<file path="src/jtsc_pkg.sv">
// ============================================================================
// JSON token checker package
// Token codes, result status codes and the stack control bundle shared by
// the checker's modules.
// ============================================================================
package jtsc_pkg;

    // Width of the fields that the token and result beats carry.
    localparam int TOKEN_W  = 4;
    localparam int STATUS_W = 2;
    localparam int LEVEL_W  = 6;
    localparam int DEPTH_W  = 6;

    // Token codes from the lexer.
    localparam logic [TOKEN_W-1:0] TK_LBRACE   = 4'd0;
    localparam logic [TOKEN_W-1:0] TK_RBRACE   = 4'd1;
    localparam logic [TOKEN_W-1:0] TK_LBRACKET = 4'd2;
    localparam logic [TOKEN_W-1:0] TK_RBRACKET = 4'd3;
    localparam logic [TOKEN_W-1:0] TK_COMMA    = 4'd4;
    localparam logic [TOKEN_W-1:0] TK_COLON    = 4'd5;
    localparam logic [TOKEN_W-1:0] TK_QUOTE    = 4'd6;
    localparam logic [TOKEN_W-1:0] TK_BODY     = 4'd7;
    localparam logic [TOKEN_W-1:0] TK_INT      = 4'd8;
    localparam logic [TOKEN_W-1:0] TK_NULL     = 4'd9;
    localparam logic [TOKEN_W-1:0] TK_TRUE     = 4'd10;
    localparam logic [TOKEN_W-1:0] TK_FALSE    = 4'd11;

    // Result status codes; the two fault codes are also the sticky fault.
    localparam logic [STATUS_W-1:0] ST_PENDING  = 2'd0;
    localparam logic [STATUS_W-1:0] ST_VALID    = 2'd1;
    localparam logic [STATUS_W-1:0] ST_SYNTAX   = 2'd2;
    localparam logic [STATUS_W-1:0] ST_OVERFLOW = 2'd3;

    // Reset value of the depth limit register.
    localparam logic [DEPTH_W-1:0] DEPTH_RESET = 6'd32;

    // Shift command for the row of stack cells.
    typedef struct packed {
        logic push;      // shift down, new bit enters the top cell
        logic pop;       // shift up, top bit leaves
        logic push_bit;  // 1 object, 0 array
    } stack_op_t;

endpackage

</file>
<file path="src/jtsc_ctrl.sv">
// ============================================================================
// Grammar controller
// Holds the parse mode, open container count and sticky fault, decides the
// stack command for each token beat and forms the result status.
// ============================================================================
module jtsc_ctrl
#(
    parameter int MAX_NEST = 32
)
(
    input  logic                                clk,
    input  logic                                rst_n,
    input  logic                                accept,
    input  logic [jtsc_pkg::TOKEN_W-1:0]        token,
    input  logic                                last,
    input  logic [jtsc_pkg::DEPTH_W-1:0]        max_depth,
    input  logic                                top_kind,
    output jtsc_pkg::stack_op_t                 op,
    output logic [jtsc_pkg::STATUS_W-1:0]       status,
    output logic [jtsc_pkg::LEVEL_W-1:0]        nest_level
);

    localparam int CNT_W = $clog2(MAX_NEST + 1);
    localparam int CMP_W = (CNT_W > jtsc_pkg::DEPTH_W) ? CNT_W : jtsc_pkg::DEPTH_W;
    localparam logic [CMP_W-1:0] NEST_CAP = CMP_W'(MAX_NEST);

    // Parse mode codes.
    localparam logic [3:0] MD_START       = 4'd0;
    localparam logic [3:0] MD_OBJ_FIRST   = 4'd1;
    localparam logic [3:0] MD_KEY_OPEN    = 4'd2;
    localparam logic [3:0] MD_KEY_BODY    = 4'd3;
    localparam logic [3:0] MD_KEY_CLOSE   = 4'd4;
    localparam logic [3:0] MD_COLON       = 4'd5;
    localparam logic [3:0] MD_VALUE       = 4'd6;
    localparam logic [3:0] MD_ARR_FIRST   = 4'd7;
    localparam logic [3:0] MD_VSTR_BODY   = 4'd8;
    localparam logic [3:0] MD_VSTR_CLOSE  = 4'd9;
    localparam logic [3:0] MD_AFTER_VALUE = 4'd10;
    localparam logic [3:0] MD_DONE        = 4'd11;

    logic [3:0]                       mode_reg;
    logic [3:0]                       mode_next;
    logic [CNT_W-1:0]                 count_reg;
    logic [CNT_W-1:0]                 count_next;
    logic [jtsc_pkg::STATUS_W-1:0]    fault_reg;
    logic [jtsc_pkg::STATUS_W-1:0]    fault_next;

    logic [CMP_W-1:0] depth_ext;
    logic [CMP_W-1:0] count_ext;
    logic [CMP_W-1:0] limit;
    logic             at_limit;
    logic             want_push;
    logic             want_pop;
    logic             kind_sel;
    logic             bad;
    logic [3:0]       mode_adv;
    logic             top_obj;

    // Effective depth limit is the smaller of the register and the stack size.
    assign depth_ext = CMP_W'(max_depth);
    assign count_ext = CMP_W'(count_reg);
    assign limit     = (depth_ext < NEST_CAP) ? depth_ext : NEST_CAP;
    assign at_limit  = (count_ext >= limit);
    assign top_obj   = (count_reg == '0) ? 1'b1 : top_kind;

    // Grammar position decode: what the token asks of the stack and mode.
    always_comb
    begin
        want_push = 1'b0;
        want_pop  = 1'b0;
        kind_sel  = 1'b0;
        bad       = 1'b0;
        mode_adv  = mode_reg;
        unique case (mode_reg) inside
            MD_START:
            begin
                if (token == jtsc_pkg::TK_LBRACE)
                begin
                    want_push = 1'b1;
                    kind_sel  = 1'b1;
                end
                else
                begin
                    bad = 1'b1;
                end
            end
            MD_OBJ_FIRST:
            begin
                if (token == jtsc_pkg::TK_RBRACE)
                begin
                    want_pop = 1'b1;
                    kind_sel = 1'b1;
                end
                else if (token == jtsc_pkg::TK_QUOTE)
                begin
                    mode_adv = MD_KEY_BODY;
                end
                else
                begin
                    bad = 1'b1;
                end
            end
            MD_KEY_OPEN:
            begin
                if (token == jtsc_pkg::TK_QUOTE) mode_adv = MD_KEY_BODY;
                else bad = 1'b1;
            end
            MD_KEY_BODY:
            begin
                if (token == jtsc_pkg::TK_BODY) mode_adv = MD_KEY_CLOSE;
                else bad = 1'b1;
            end
            MD_KEY_CLOSE:
            begin
                if (token == jtsc_pkg::TK_QUOTE) mode_adv = MD_COLON;
                else bad = 1'b1;
            end
            MD_COLON:
            begin
                if (token == jtsc_pkg::TK_COLON) mode_adv = MD_VALUE;
                else bad = 1'b1;
            end
            MD_VALUE, MD_ARR_FIRST:
            begin
                if ((mode_reg == MD_ARR_FIRST) && (token == jtsc_pkg::TK_RBRACKET))
                begin
                    want_pop = 1'b1;
                end
                else if (token == jtsc_pkg::TK_QUOTE)
                begin
                    mode_adv = MD_VSTR_BODY;
                end
                else if ((token == jtsc_pkg::TK_INT) || (token == jtsc_pkg::TK_NULL) ||
                         (token == jtsc_pkg::TK_TRUE) || (token == jtsc_pkg::TK_FALSE))
                begin
                    mode_adv = MD_AFTER_VALUE;
                end
                else if (token == jtsc_pkg::TK_LBRACE)
                begin
                    want_push = 1'b1;
                    kind_sel  = 1'b1;
                end
                else if (token == jtsc_pkg::TK_LBRACKET)
                begin
                    want_push = 1'b1;
                end
                else
                begin
                    bad = 1'b1;
                end
            end
            MD_VSTR_BODY:
            begin
                if (token == jtsc_pkg::TK_BODY) mode_adv = MD_VSTR_CLOSE;
                else bad = 1'b1;
            end
            MD_VSTR_CLOSE:
            begin
                if (token == jtsc_pkg::TK_QUOTE) mode_adv = MD_AFTER_VALUE;
                else bad = 1'b1;
            end
            MD_AFTER_VALUE:
            begin
                if (token == jtsc_pkg::TK_COMMA)
                begin
                    mode_adv = top_obj ? MD_KEY_OPEN : MD_VALUE;
                end
                else if (token == jtsc_pkg::TK_RBRACE)
                begin
                    want_pop = 1'b1;
                    kind_sel = 1'b1;
                end
                else if (token == jtsc_pkg::TK_RBRACKET)
                begin
                    want_pop = 1'b1;
                end
                else
                begin
                    bad = 1'b1;
                end
            end
            default:
            begin
                // Anything after the top object has closed is an error.
                bad = 1'b1;
            end
        endcase
    end

    // Resolve pushes and pops against the limit and the top container kind.
    always_comb
    begin
        mode_next   = mode_reg;
        count_next  = count_reg;
        fault_next  = fault_reg;
        op.push     = 1'b0;
        op.pop      = 1'b0;
        op.push_bit = kind_sel;
        if (fault_reg == jtsc_pkg::ST_PENDING)
        begin
            if (bad)
            begin
                fault_next = jtsc_pkg::ST_SYNTAX;
            end
            else if (want_push)
            begin
                if (at_limit)
                begin
                    fault_next = jtsc_pkg::ST_OVERFLOW;
                end
                else
                begin
                    op.push    = accept;
                    count_next = count_reg + CNT_W'(1);
                    mode_next  = kind_sel ? MD_OBJ_FIRST : MD_ARR_FIRST;
                end
            end
            else if (want_pop)
            begin
                if ((count_reg == '0) || (top_kind != kind_sel))
                begin
                    fault_next = jtsc_pkg::ST_SYNTAX;
                end
                else
                begin
                    op.pop     = accept;
                    count_next = count_reg - CNT_W'(1);
                    mode_next  = (count_reg == CNT_W'(1)) ? MD_DONE : MD_AFTER_VALUE;
                end
            end
            else
            begin
                mode_next = mode_adv;
            end
        end
    end

    // Result of this beat, taken before the end-of-document clear.
    always_comb
    begin
        if (fault_next != jtsc_pkg::ST_PENDING)
        begin
            status = fault_next;
        end
        else if (last)
        begin
            status = (mode_next == MD_DONE) ? jtsc_pkg::ST_VALID : jtsc_pkg::ST_SYNTAX;
        end
        else
        begin
            status = jtsc_pkg::ST_PENDING;
        end
    end

    assign nest_level = jtsc_pkg::LEVEL_W'(CMP_W'(count_next));

    // Parser state; the last token of a document returns it to reset.
    always_ff @(posedge clk or negedge rst_n)
    begin
        if (!rst_n)
        begin
            mode_reg  <= MD_START;
            count_reg <= '0;
            fault_reg <= jtsc_pkg::ST_PENDING;
        end
        else if (accept)
        begin
            if (last)
            begin
                mode_reg  <= MD_START;
                count_reg <= '0;
                fault_reg <= jtsc_pkg::ST_PENDING;
            end
            else
            begin
                mode_reg  <= mode_next;
                count_reg <= count_next;
                fault_reg <= fault_next;
            end
        end
    end

endmodule

</file>
<file path="config.mk">
export PLATFORM = sky130hd
export DESIGN_NAME = jtsc_ctrl
export DESIGN_NICKNAME = d
export VERILOG_FILES = /design/src/jtsc_pkg.sv /design/src/jtsc_ctrl.sv
export SDC_FILE = /design/constraint.sdc
export NUM_CORES = 1
export LEC_CHECK = 0
export BUFFER_PORTS_ARGS = -buffer_cell sky130_fd_sc_hd__buf_2
export CORE_MARGIN = 4
export CORE_UTILIZATION = 50
export DETAILED_ROUTE_END_ITERATION = 10
export PLACE_DENSITY = 0.71
export REMOVE_ABC_BUFFERS = 1
export SLEW_MARGIN = 20
export SYNTH_ARGS = -nofsm -noshare
export SYNTH_HDL_FRONTEND = slang
export SYNTH_SLANG_ARGS = --single-unit
</file>
<file path="constraint.sdc">
create_clock -name clk -period 3.75 [get_ports clk]
set_input_delay 0.375 -clock clk [delete_from_list [all_inputs] [get_ports clk]]
set_output_delay 0.375 -clock clk [all_outputs]
set_load 0.05 [all_outputs]
</file>
Word-level counts from Yosys, hierarchy flattened --
Index checks and enable logic that the tools add are counted.
Storage, ports and cells: flip-flop bits (word level) 12, word-level logic and storage cells 124
Cells by class: reduce and logical (&&, ||, !) cells 13, magnitude comparators 2, add/subtract/negate cells 2, muxes and demuxes 80, equality and inequality tests 24
Operators by type and width (count):
- two-way mux 4 bit | 18
- two-way mux 6 bit | 8
- one-hot mux 4 bit (9 select lines) | 1
- two-way mux 1 bit | 35
- equality test 4 x 3 -> 1 bit (second input constant) | 8
- equality test 4 bit (second input constant) | 8
- two-way mux 2 bit | 12
- equality test 4 x 2 -> 1 bit (second input constant) | 4
- equality test 4 x 1 -> 1 bit (second input constant) | 2
- logical NOT 4 bit | 2
- one-hot mux 1 bit (7 select lines) | 1
- adder 6 x 1 -> 6 bit (second input constant) | 1
- equality test 6 x 1 -> 1 bit (second input constant) | 1
- >= comparator 6 bit | 1
- logical NOT 6 bit | 1
- < comparator 6 bit (second input constant) | 1
- two-way mux 3 bit | 2
- subtractor 6 x 1 -> 6 bit (second input constant) | 1
- logical OR 1 bit | 4
- one-hot mux 1 bit (4 select lines) | 1
- OR reduction 2 bit | 2
- one-hot mux 1 bit (3 select lines) | 1
- OR reduction 3 bit | 1
- logical NOT 2 bit | 1
- 4 further kinds | 4

Logic depth before layout (Yosys ltp) --
Gate-level depths: netlist of the first run.
depth in word-level cells 19, gate-level depth with buffers 11

Worst setup path before layout of the first run --
OpenSTA, ideal clock, no wires.
path type reg2out, start reg mode_reg[1], end out status[1] in the netlist's numbering, slack 0.314 ns, stages on the path, launching flop included 11, arrival 3.061 ns, path through dfrtp_1 buf_6 nor4_4 mux2i_1 or4_1 buf_2 mux2i_1 or3_1 a32oi_1 nor4b_1 a21oi_1
Between the ends: longest elaborated chain between the ends 15, elaborated cells on any way between the ends 54
RTL lines:
- from (decl) | line jtsc_ctrl.sv:41 | logic [3:0] mode_reg;
- from (signal assigned) | line jtsc_ctrl.sv:276 | mode_reg <= mode_next;
- equality test 4 x 3 -> 1 bit | line jtsc_ctrl.sv:125 | if ((mode_reg == MD_ARR_FIRST) && (token == jtsc_pkg::TK_RBRACKET))
- logical AND 1 bit | line jtsc_ctrl.sv:125
- two-way mux 1 bit | line jtsc_ctrl.sv:125
- one-hot mux 1 bit (4 select lines) | line jtsc_ctrl.sv:74 | unique case (mode_reg) inside
- inequality test 1 bit | line jtsc_ctrl.sv:220 | if ((count_reg == '0) || (top_kind != kind_sel))
- logical OR 1 bit | line jtsc_ctrl.sv:220
- two-way mux 4 bit | line jtsc_ctrl.sv:220
- two-way mux 4 bit | line jtsc_ctrl.sv:218 | else if (want_pop)
- two-way mux 4 bit | line jtsc_ctrl.sv:205 | else if (want_push)
- two-way mux 4 bit | line jtsc_ctrl.sv:201 | if (bad)
- two-way mux 4 bit | line jtsc_ctrl.sv:199 | if (fault_reg == jtsc_pkg::ST_PENDING)
- equality test 4 bit | line jtsc_ctrl.sv:247 | status = (mode_next == MD_DONE) ? jtsc_pkg::ST_VALID : jtsc_pkg::ST_SYNTAX;
- two-way mux 2 bit | line jtsc_ctrl.sv:247
- two-way mux 2 bit | line jtsc_ctrl.sv:245 | else if (last)
- two-way mux 2 bit * | line jtsc_ctrl.sv:241 | if (fault_next != jtsc_pkg::ST_PENDING)
- to (decl) | line jtsc_ctrl.sv:19 | output logic [jtsc_pkg::STATUS_W-1:0] status,
Mark *: on every way between the ends. The rest lies on a longest branch, timed or not.

Final worst setup path of the first run --
start reg mode_reg[1], end out status[0] in the netlist's numbering
The elaborated chain is that of the path after synthesis.

==> flow_summary.ini, run 1 <==
[run_status]
outcome = complete, no violations

[grt]
grt_overflow = 0
track_usage_pct = 21.3
grt_max_degree = 18
grt_pass1_wl_um = 8970
antenna_found_initial = 0
grt_pass1_vias = 1886

[worst_setup_path]
worstPathArrival_ns = 3.24
max_stage_delay_ns = 0.52
critPathSlowestCell = dfrtp_2
path_cells = nor4_4 -> mux2i_1 -> or4_1 -> mux2i_1 -> or3_1 -> a32oi_2 -> nor4b_2 -> a311o_1 -> buf_2
r2r_end = count_ext[4]$_DFFE_PN0P_
crit_type = flip-flop to output port
worstPathMaxFanout = 15
r2r_slack_ns = 0.79
required_ns = 3.38
rr_worst_depth = 10
r2r-start = mode_reg[3]$_DFFE_PN0P_
crit_path_end_kind = output port
cp-start-kind = flip-flop
cpMostUsedCell = mux2i_1

[clocking]
cts_tree = yes
clk_pin_slew_ns = 0.05
htreeDepth = 1
cts_root_buffer = clkbuf_8
numCtsBuffers = 3
clock-sinks = 12
hold_buffers = 0
clock_path_buffers = 2
clock_latency_ns = 0.24

[job]
cap_violations = 0

[logic_synthesis]
async_flop_share_pct = 100
synth_seq_cells = 12
ys_seq_area_share_pct = 15.3
avgSynthCellArea_um2 = 7.58
synth_cell_type_count = 71
synth.area.top_cells = dfrtp_1, ha_1, nand2_1, a21oi_1, o21ai_0
synth_top_area_share_pct = 15.3
syn_inst = 258
yosysWarnings = 0
synth_largest_area_cell = dfrtp_1
synth_top_flop_cell = dfrtp_1
synth_edf_count = 0
synth_area_um2 = 1960

[die]
placementRows = 22
dieArea_um2 = 4980
fp.dieW_um = 70.6
design.core.area_um2 = 3720
ios = 26
die_y_um = 70.6
initial_core_util_pct = 52.7

[layout]
layout_common_cells = nand2_1, buf_2, inv_1, nor2_1, a21oi_1
area_growth_pct = 11.6
nNetsFinal = 305
mostFrequentLayoutCell = nand2_1
diodes = 0
drive_above_1_share_pct = 22.5
nFillCells = 358
largest_reg_flops = 6

[sta]
period_share_pct = 96.4
post-route-min-period_ns = 3.62
max_clock_freq_mhz = 277
worstMarginPinSlew_ns = 0.541
fin_ws_ns = 0.134
slew_violations = 0
setup-violations-final = 0
fin_skew_ns = 0.00428
max_slew_margin_pct = 63.6
hold_violations = 0

[routing]
drcViolationCount = 0
wl_per_cell_um = 16.1
num_vias = 2098
dr.first_iter.drc_count = 329
ant_nets = 0
totalWireLength_um = 5280
first_pass_iters = 6
vias_per_cell = 6.40

[placed_design]
io_buffers = 25
place_ws_ns = 0.266
gp_routability_congestion = 0.923
dpl.hpwl_um = 3960

[power]
powerDensity_nw_per_um2 = 472
p_total_mw = 1.03
p_leak_nw = 0.929
ir_drop_mv = 0.351

[worst_hold_path]
hold_class = input port to async pin
synthesized netlist by cell type, types with 2 or more instances:
cell type and number:
nand2_1 27, nand3_1 7, nor3_1 5, a31oi_1 5, nor2b_1 6, a21oi_1 16, o21ai_1 2, a211oi_1 4
nand4b_1 2, buf_2 2, inv_1 17, o211ai_1 3, nor2_1 17, a311o_1 2, o22ai_1 5, clkbuf_8 2
buf_6 4, a22o_1 4, o21ai_0 13, and3_1 3, nor3b_1 2, o311a_1 3, o31ai_1 2, xor2_1 2
xnor2_1 4, a221o_1 2, and4bb_2 2, nand2b_1 5, nand4_1 3, or3_1 2, or4_1 3, buf_4 3
nor4_1 5, dfrtp_1 12, clkbuf_1 10, mux2i_1 5, a21o_1 3, ha_1 9, a41oi_1 3
what timing repair did:
item                       CTS  global route
setup endpoints to repair    0             7
setup buffers                0             2
gates resized for setup      0             6
per-layer routing:
metal  part of all wire [%]  global-route usage (%)  wire length, um
met1                     45                    33.6             2370
met2                     44                    31.3             2330
met3                     10                    1.85              535
met4                   0.70                    5.01               37
met5                      0                       0                0
power by group:
part	switching [mW]	leakage, nW	internal (mW)
Sequential	0.0627	0.157	0.151
Clock	0.0464	0.0288	0.0926
Combinational	0.386	0.743	0.291
Total	0.495	0.929	0.534
worst max-delay path: cells and delay by family, from the launching register on:
kind / cells / cell delay (ns)
compound gates: 2 / 0.67
mux: 2 / 0.26
buf+inv: 1 / 0.21
flops: 1 / 0.52
simple gates: 4 / 1.33
stage by stage:
stage	util, %	hold slack, ns	instance area [um2]	instances	setup TNS (ns)
final	58.8	0.000581	2180	328	0
after global routing	58.8	0.0253	2180	328	-0.0233
after CTS	57.7	0.0112	2140	326	0
after detailed placement	56.2	0.264	2090	322	0
after global placement	56.2	0.265	2090	322	0
after floorplan	-	0.0794	1810	237	0
worst max path at each step:
| stage | startpoint | endpoint | slack [ns] | cells after the start |
|---|---|---|---|---|
| 6_report | mode_reg[1]$_DFFE_PN0P_ | status[0] | 0.13 | 9 |
| 5_1_grt | mode_reg[1]$_DFFE_PN0P_ | status[0] | -0.02 | 9 |
| 4_1_cts | mode_reg[3]$_DFFE_PN0P_ | status[0] | 0.004 | 9 |
| 3_5_place_dp | mode_reg[3]$_DFFE_PN0P_ | status[0] | 0.27 | 9 |
| 3_3_place_gp | token[2] | status[0] | 0.31 | 10 |
| 2_1_floorplan | mode_reg[1]$_DFFE_PN0P_ | status[1] | 0.04 | 7 |
kinds of logic after synthesis:
logic type	Yosys count	synth area share [%]
muxes	5	2.56
xor gates and xnor gates	6	2.69
buffers and inverters	38	10.5
and+or+nand+nor	103	31.1
adders and majority gates	9	5.75
AOI/OAI and AO/OA	85	32.0
DFF	12	15.3
area by class of cell:
type	count	area, um2	share of cell area (%)
Sequential cell	12	304	13.9
Tap cell	48	60.1	2.75
Inverter	17	63.8	2.92
Timing Repair Buffer	39	230	10.5
Multi-Input combinational cell	208	1470	67.3
Clock buffer	4	55.1	2.52
(Power assumes the default switching activity.)
==> run 2: changes to the inputs <==
CELL_PAD_IN_SITES_DETAIL_PLACEMENT = 1   (was not set)
CELL_PAD_IN_SITES_GLOBAL_PLACEMENT = 1   (was not set)
CORE_UTILIZATION = 43   (was 50)
PLACE_DENSITY = not set   (was 0.71)
PLACE_DENSITY_LB_ADDON = 0.1   (was not set)
==> run 2 against run 1 <==
Effect of this change: global-route usage is 1.6 points higher; non-clock buffer count is 5 higher; utilization decreased by 8.0 points; sequential power down 2%; worst setup slack worse by 0.054 ns; maximum frequency decreased by 1.5%; critical path type unchanged.
==> flow_summary.ini, run 2 (synthesized netlist as in run 1, its figures left out) <==
[layout]
mostFrequentLayoutCell = nand2_1
layout_common_cells = nand2_1, buf_2, buf_4
seq_area_um2 = 304
final_area_um2 = 2220
diodes = 0
drive_above_1_share_pct = 24.3
area_growth_pct = 13.6
nNetsFinal = 310
post-route-util_pct = 50.7
nFillCells = 562
largest_reg_flops = 6
multi_input_comb_area_um2 = 1480

[worst_setup_path]
r2r_slack_ns = 0.73
crit_path_end_kind = output port
rr_worst_depth = 9
crit_type = flip-flop to output port
cp-start-kind = flip-flop
worstPathMaxFanout = 6
r2r-start = mode_reg[1]$_DFFE_PN0P_
required_ns = 3.38
r2r_end = count_ext[2]$_DFFE_PN0P_
worstPathArrival_ns = 3.30

[placed_design]
place_ws_ns = 0.259
io_buffers = 25
dpl.hpwl_um = 4890
gp_routability_congestion = 0.855
place_area_um2 = 2140

[job]
cap_violations = 0

[clocking]
htreeDepth = 1
cts_root_buffer = clkbuf_8
clock-sinks = 12
numCtsBuffers = 3
clock_path_buffers = 2
cts_tree = yes
clk_pin_slew_ns = 0.05
clock_latency_ns = 0.24
hold_buffers = 0

[routing]
first_pass_iters = 4
dr.first_iter.drc_count = 157
num_vias = 2103
wl_per_cell_um = 18.9
ant_nets = 0
vias_per_cell = 6.26
drcViolationCount = 0
totalWireLength_um = 6350

[sta]
fin_ws_ns = 0.0799
max_slew_margin_pct = 64.2
hold_violations = 0
post-route-min-period_ns = 3.67
rsz0062_at_grt = true
worstMarginPinSlew_ns = 0.536
fin_skew_ns = 0.00327
max_clock_freq_mhz = 272
period_share_pct = 97.9
timing.hold.ws_ns = 0.00677
setup-violations-final = 0
slew_violations = 0

[grt]
antenna_found_initial = 0
track_usage_pct = 23.0
grt_pass1_wl_um = 10400
grt_max_degree = 18
grt_overflow = 0
grt_pass1_vias = 2048

[power]
powerDensity_nw_per_um2 = 473
p_leak_nw = 0.951
p_sw_share_pct = 50.0
p_total_mw = 1.05
ir_drop_mv = 0.146
pwr-share-clk_pct = 11.2
sequentialPowerShare_pct = 19.9
pwr-share-comb_pct = 69.0
intPower_mw = 0.525
switchingPower_mw = 0.526

[die]
dieArea_um2 = 5690
design.core.area_um2 = 4380
initial_core_util_pct = 44.6
die_y_um = 75.5
ios = 26
fp.dieW_um = 75.5
placementRows = 24

[worst_hold_path]
hold_class = input port to async pin

[run_status]
outcome = complete, no violations
run 2: cell types whose count changed in the layout (fill, tap and decap cells not counted):
cell,change
a21oi_1,-1
a211oi_1,-1
a21oi_2,+1
buf_2,-1
a211oi_2,+1
clkbuf_4,+1
clkbuf_8,-1
buf_4,+5
run 2: cell type report:
type | count | area share (%)
multi-input cells | 208 | 66.5
repair buffers | 44 | 12.2
flip-flops and latches | 12 | 13.7
inverters | 17 | 2.87
well taps | 52 | 2.93
clock buffers | 3 | 1.86
run 2: critical path, cell delays in order, from the launching register on:
cell and delay [ns]:
dfrtp_2 0.47, or4_1 0.52, a21oi_1 0.17, o211ai_1 0.16, nor4b_4 0.43, buf_4 0.19
nand2_1 0.11, a221o_1 0.40, nor2_1 0.14, a311o_1 0.19, buf_2 0.26
run 2: how the worst max path moves through the flow:
| stage | from | depth (start not counted) | to |
|---|---|---|---|
| finish | mode_reg[3]$_DFFE_PN0P_ | 10 | status[0] |
| global route | mode_reg[3]$_DFFE_PN0P_ | 10 | status[0] |
| CTS | mode_reg[3]$_DFFE_PN0P_ | 10 | status[0] |
| detailed placement | mode_reg[2]$_DFFE_PN0P_ | 9 | status[0] |
| global placement | mode_reg[2]$_DFFE_PN0P_ | 9 | status[0] |
| floorplan | mode_reg[1]$_DFFE_PN0P_ | 7 | status[1] |
run 2: metal layers:
layer | GRT usage [%] | vias to the layer above | part of all wire, %
met2 | 35.6 | 55 | 45
met1 | 35.9 | 1009 | 49
met4 | 3.11 | 0 | 0.94
met5 | 0 | - | 0
met3 | 0.923 | 8 | 5.6
li1 | - | 1031 | -
run 2: power by group through the flow:
| stage | Combinational, mW | Clock [mW] | Sequential (mW) |
|---|---|---|---|
| floorplan | 0.448 | 0 | 0.212 |
| global placement | 0.675 | 0 | 0.205 |
| detailed placement | 0.677 | 0 | 0.208 |
| CTS | 0.685 | 0.119 | 0.206 |
| global route | 0.789 | 0.127 | 0.215 |
| finish | 0.725 | 0.117 | 0.209 |
run 2: what timing repair did:
| item | 4_1_cts | 5_1_grt |
|---|---|---|
| resized for setup | 1 | 8 |
| pin swaps | 0 | 3 |
| buffers inserted | 0 | 1 |
| gates cloned | 0 | 0 |
| setup endpoints to repair | 1 | 5 |
run 2: metrics by stage:
step	setup TNS, ns	std cells
final	0	336
after global routing	-0.0704	336
after CTS	0	335
after detailed placement	0	332
after global placement	0	332
after floorplan	0	237
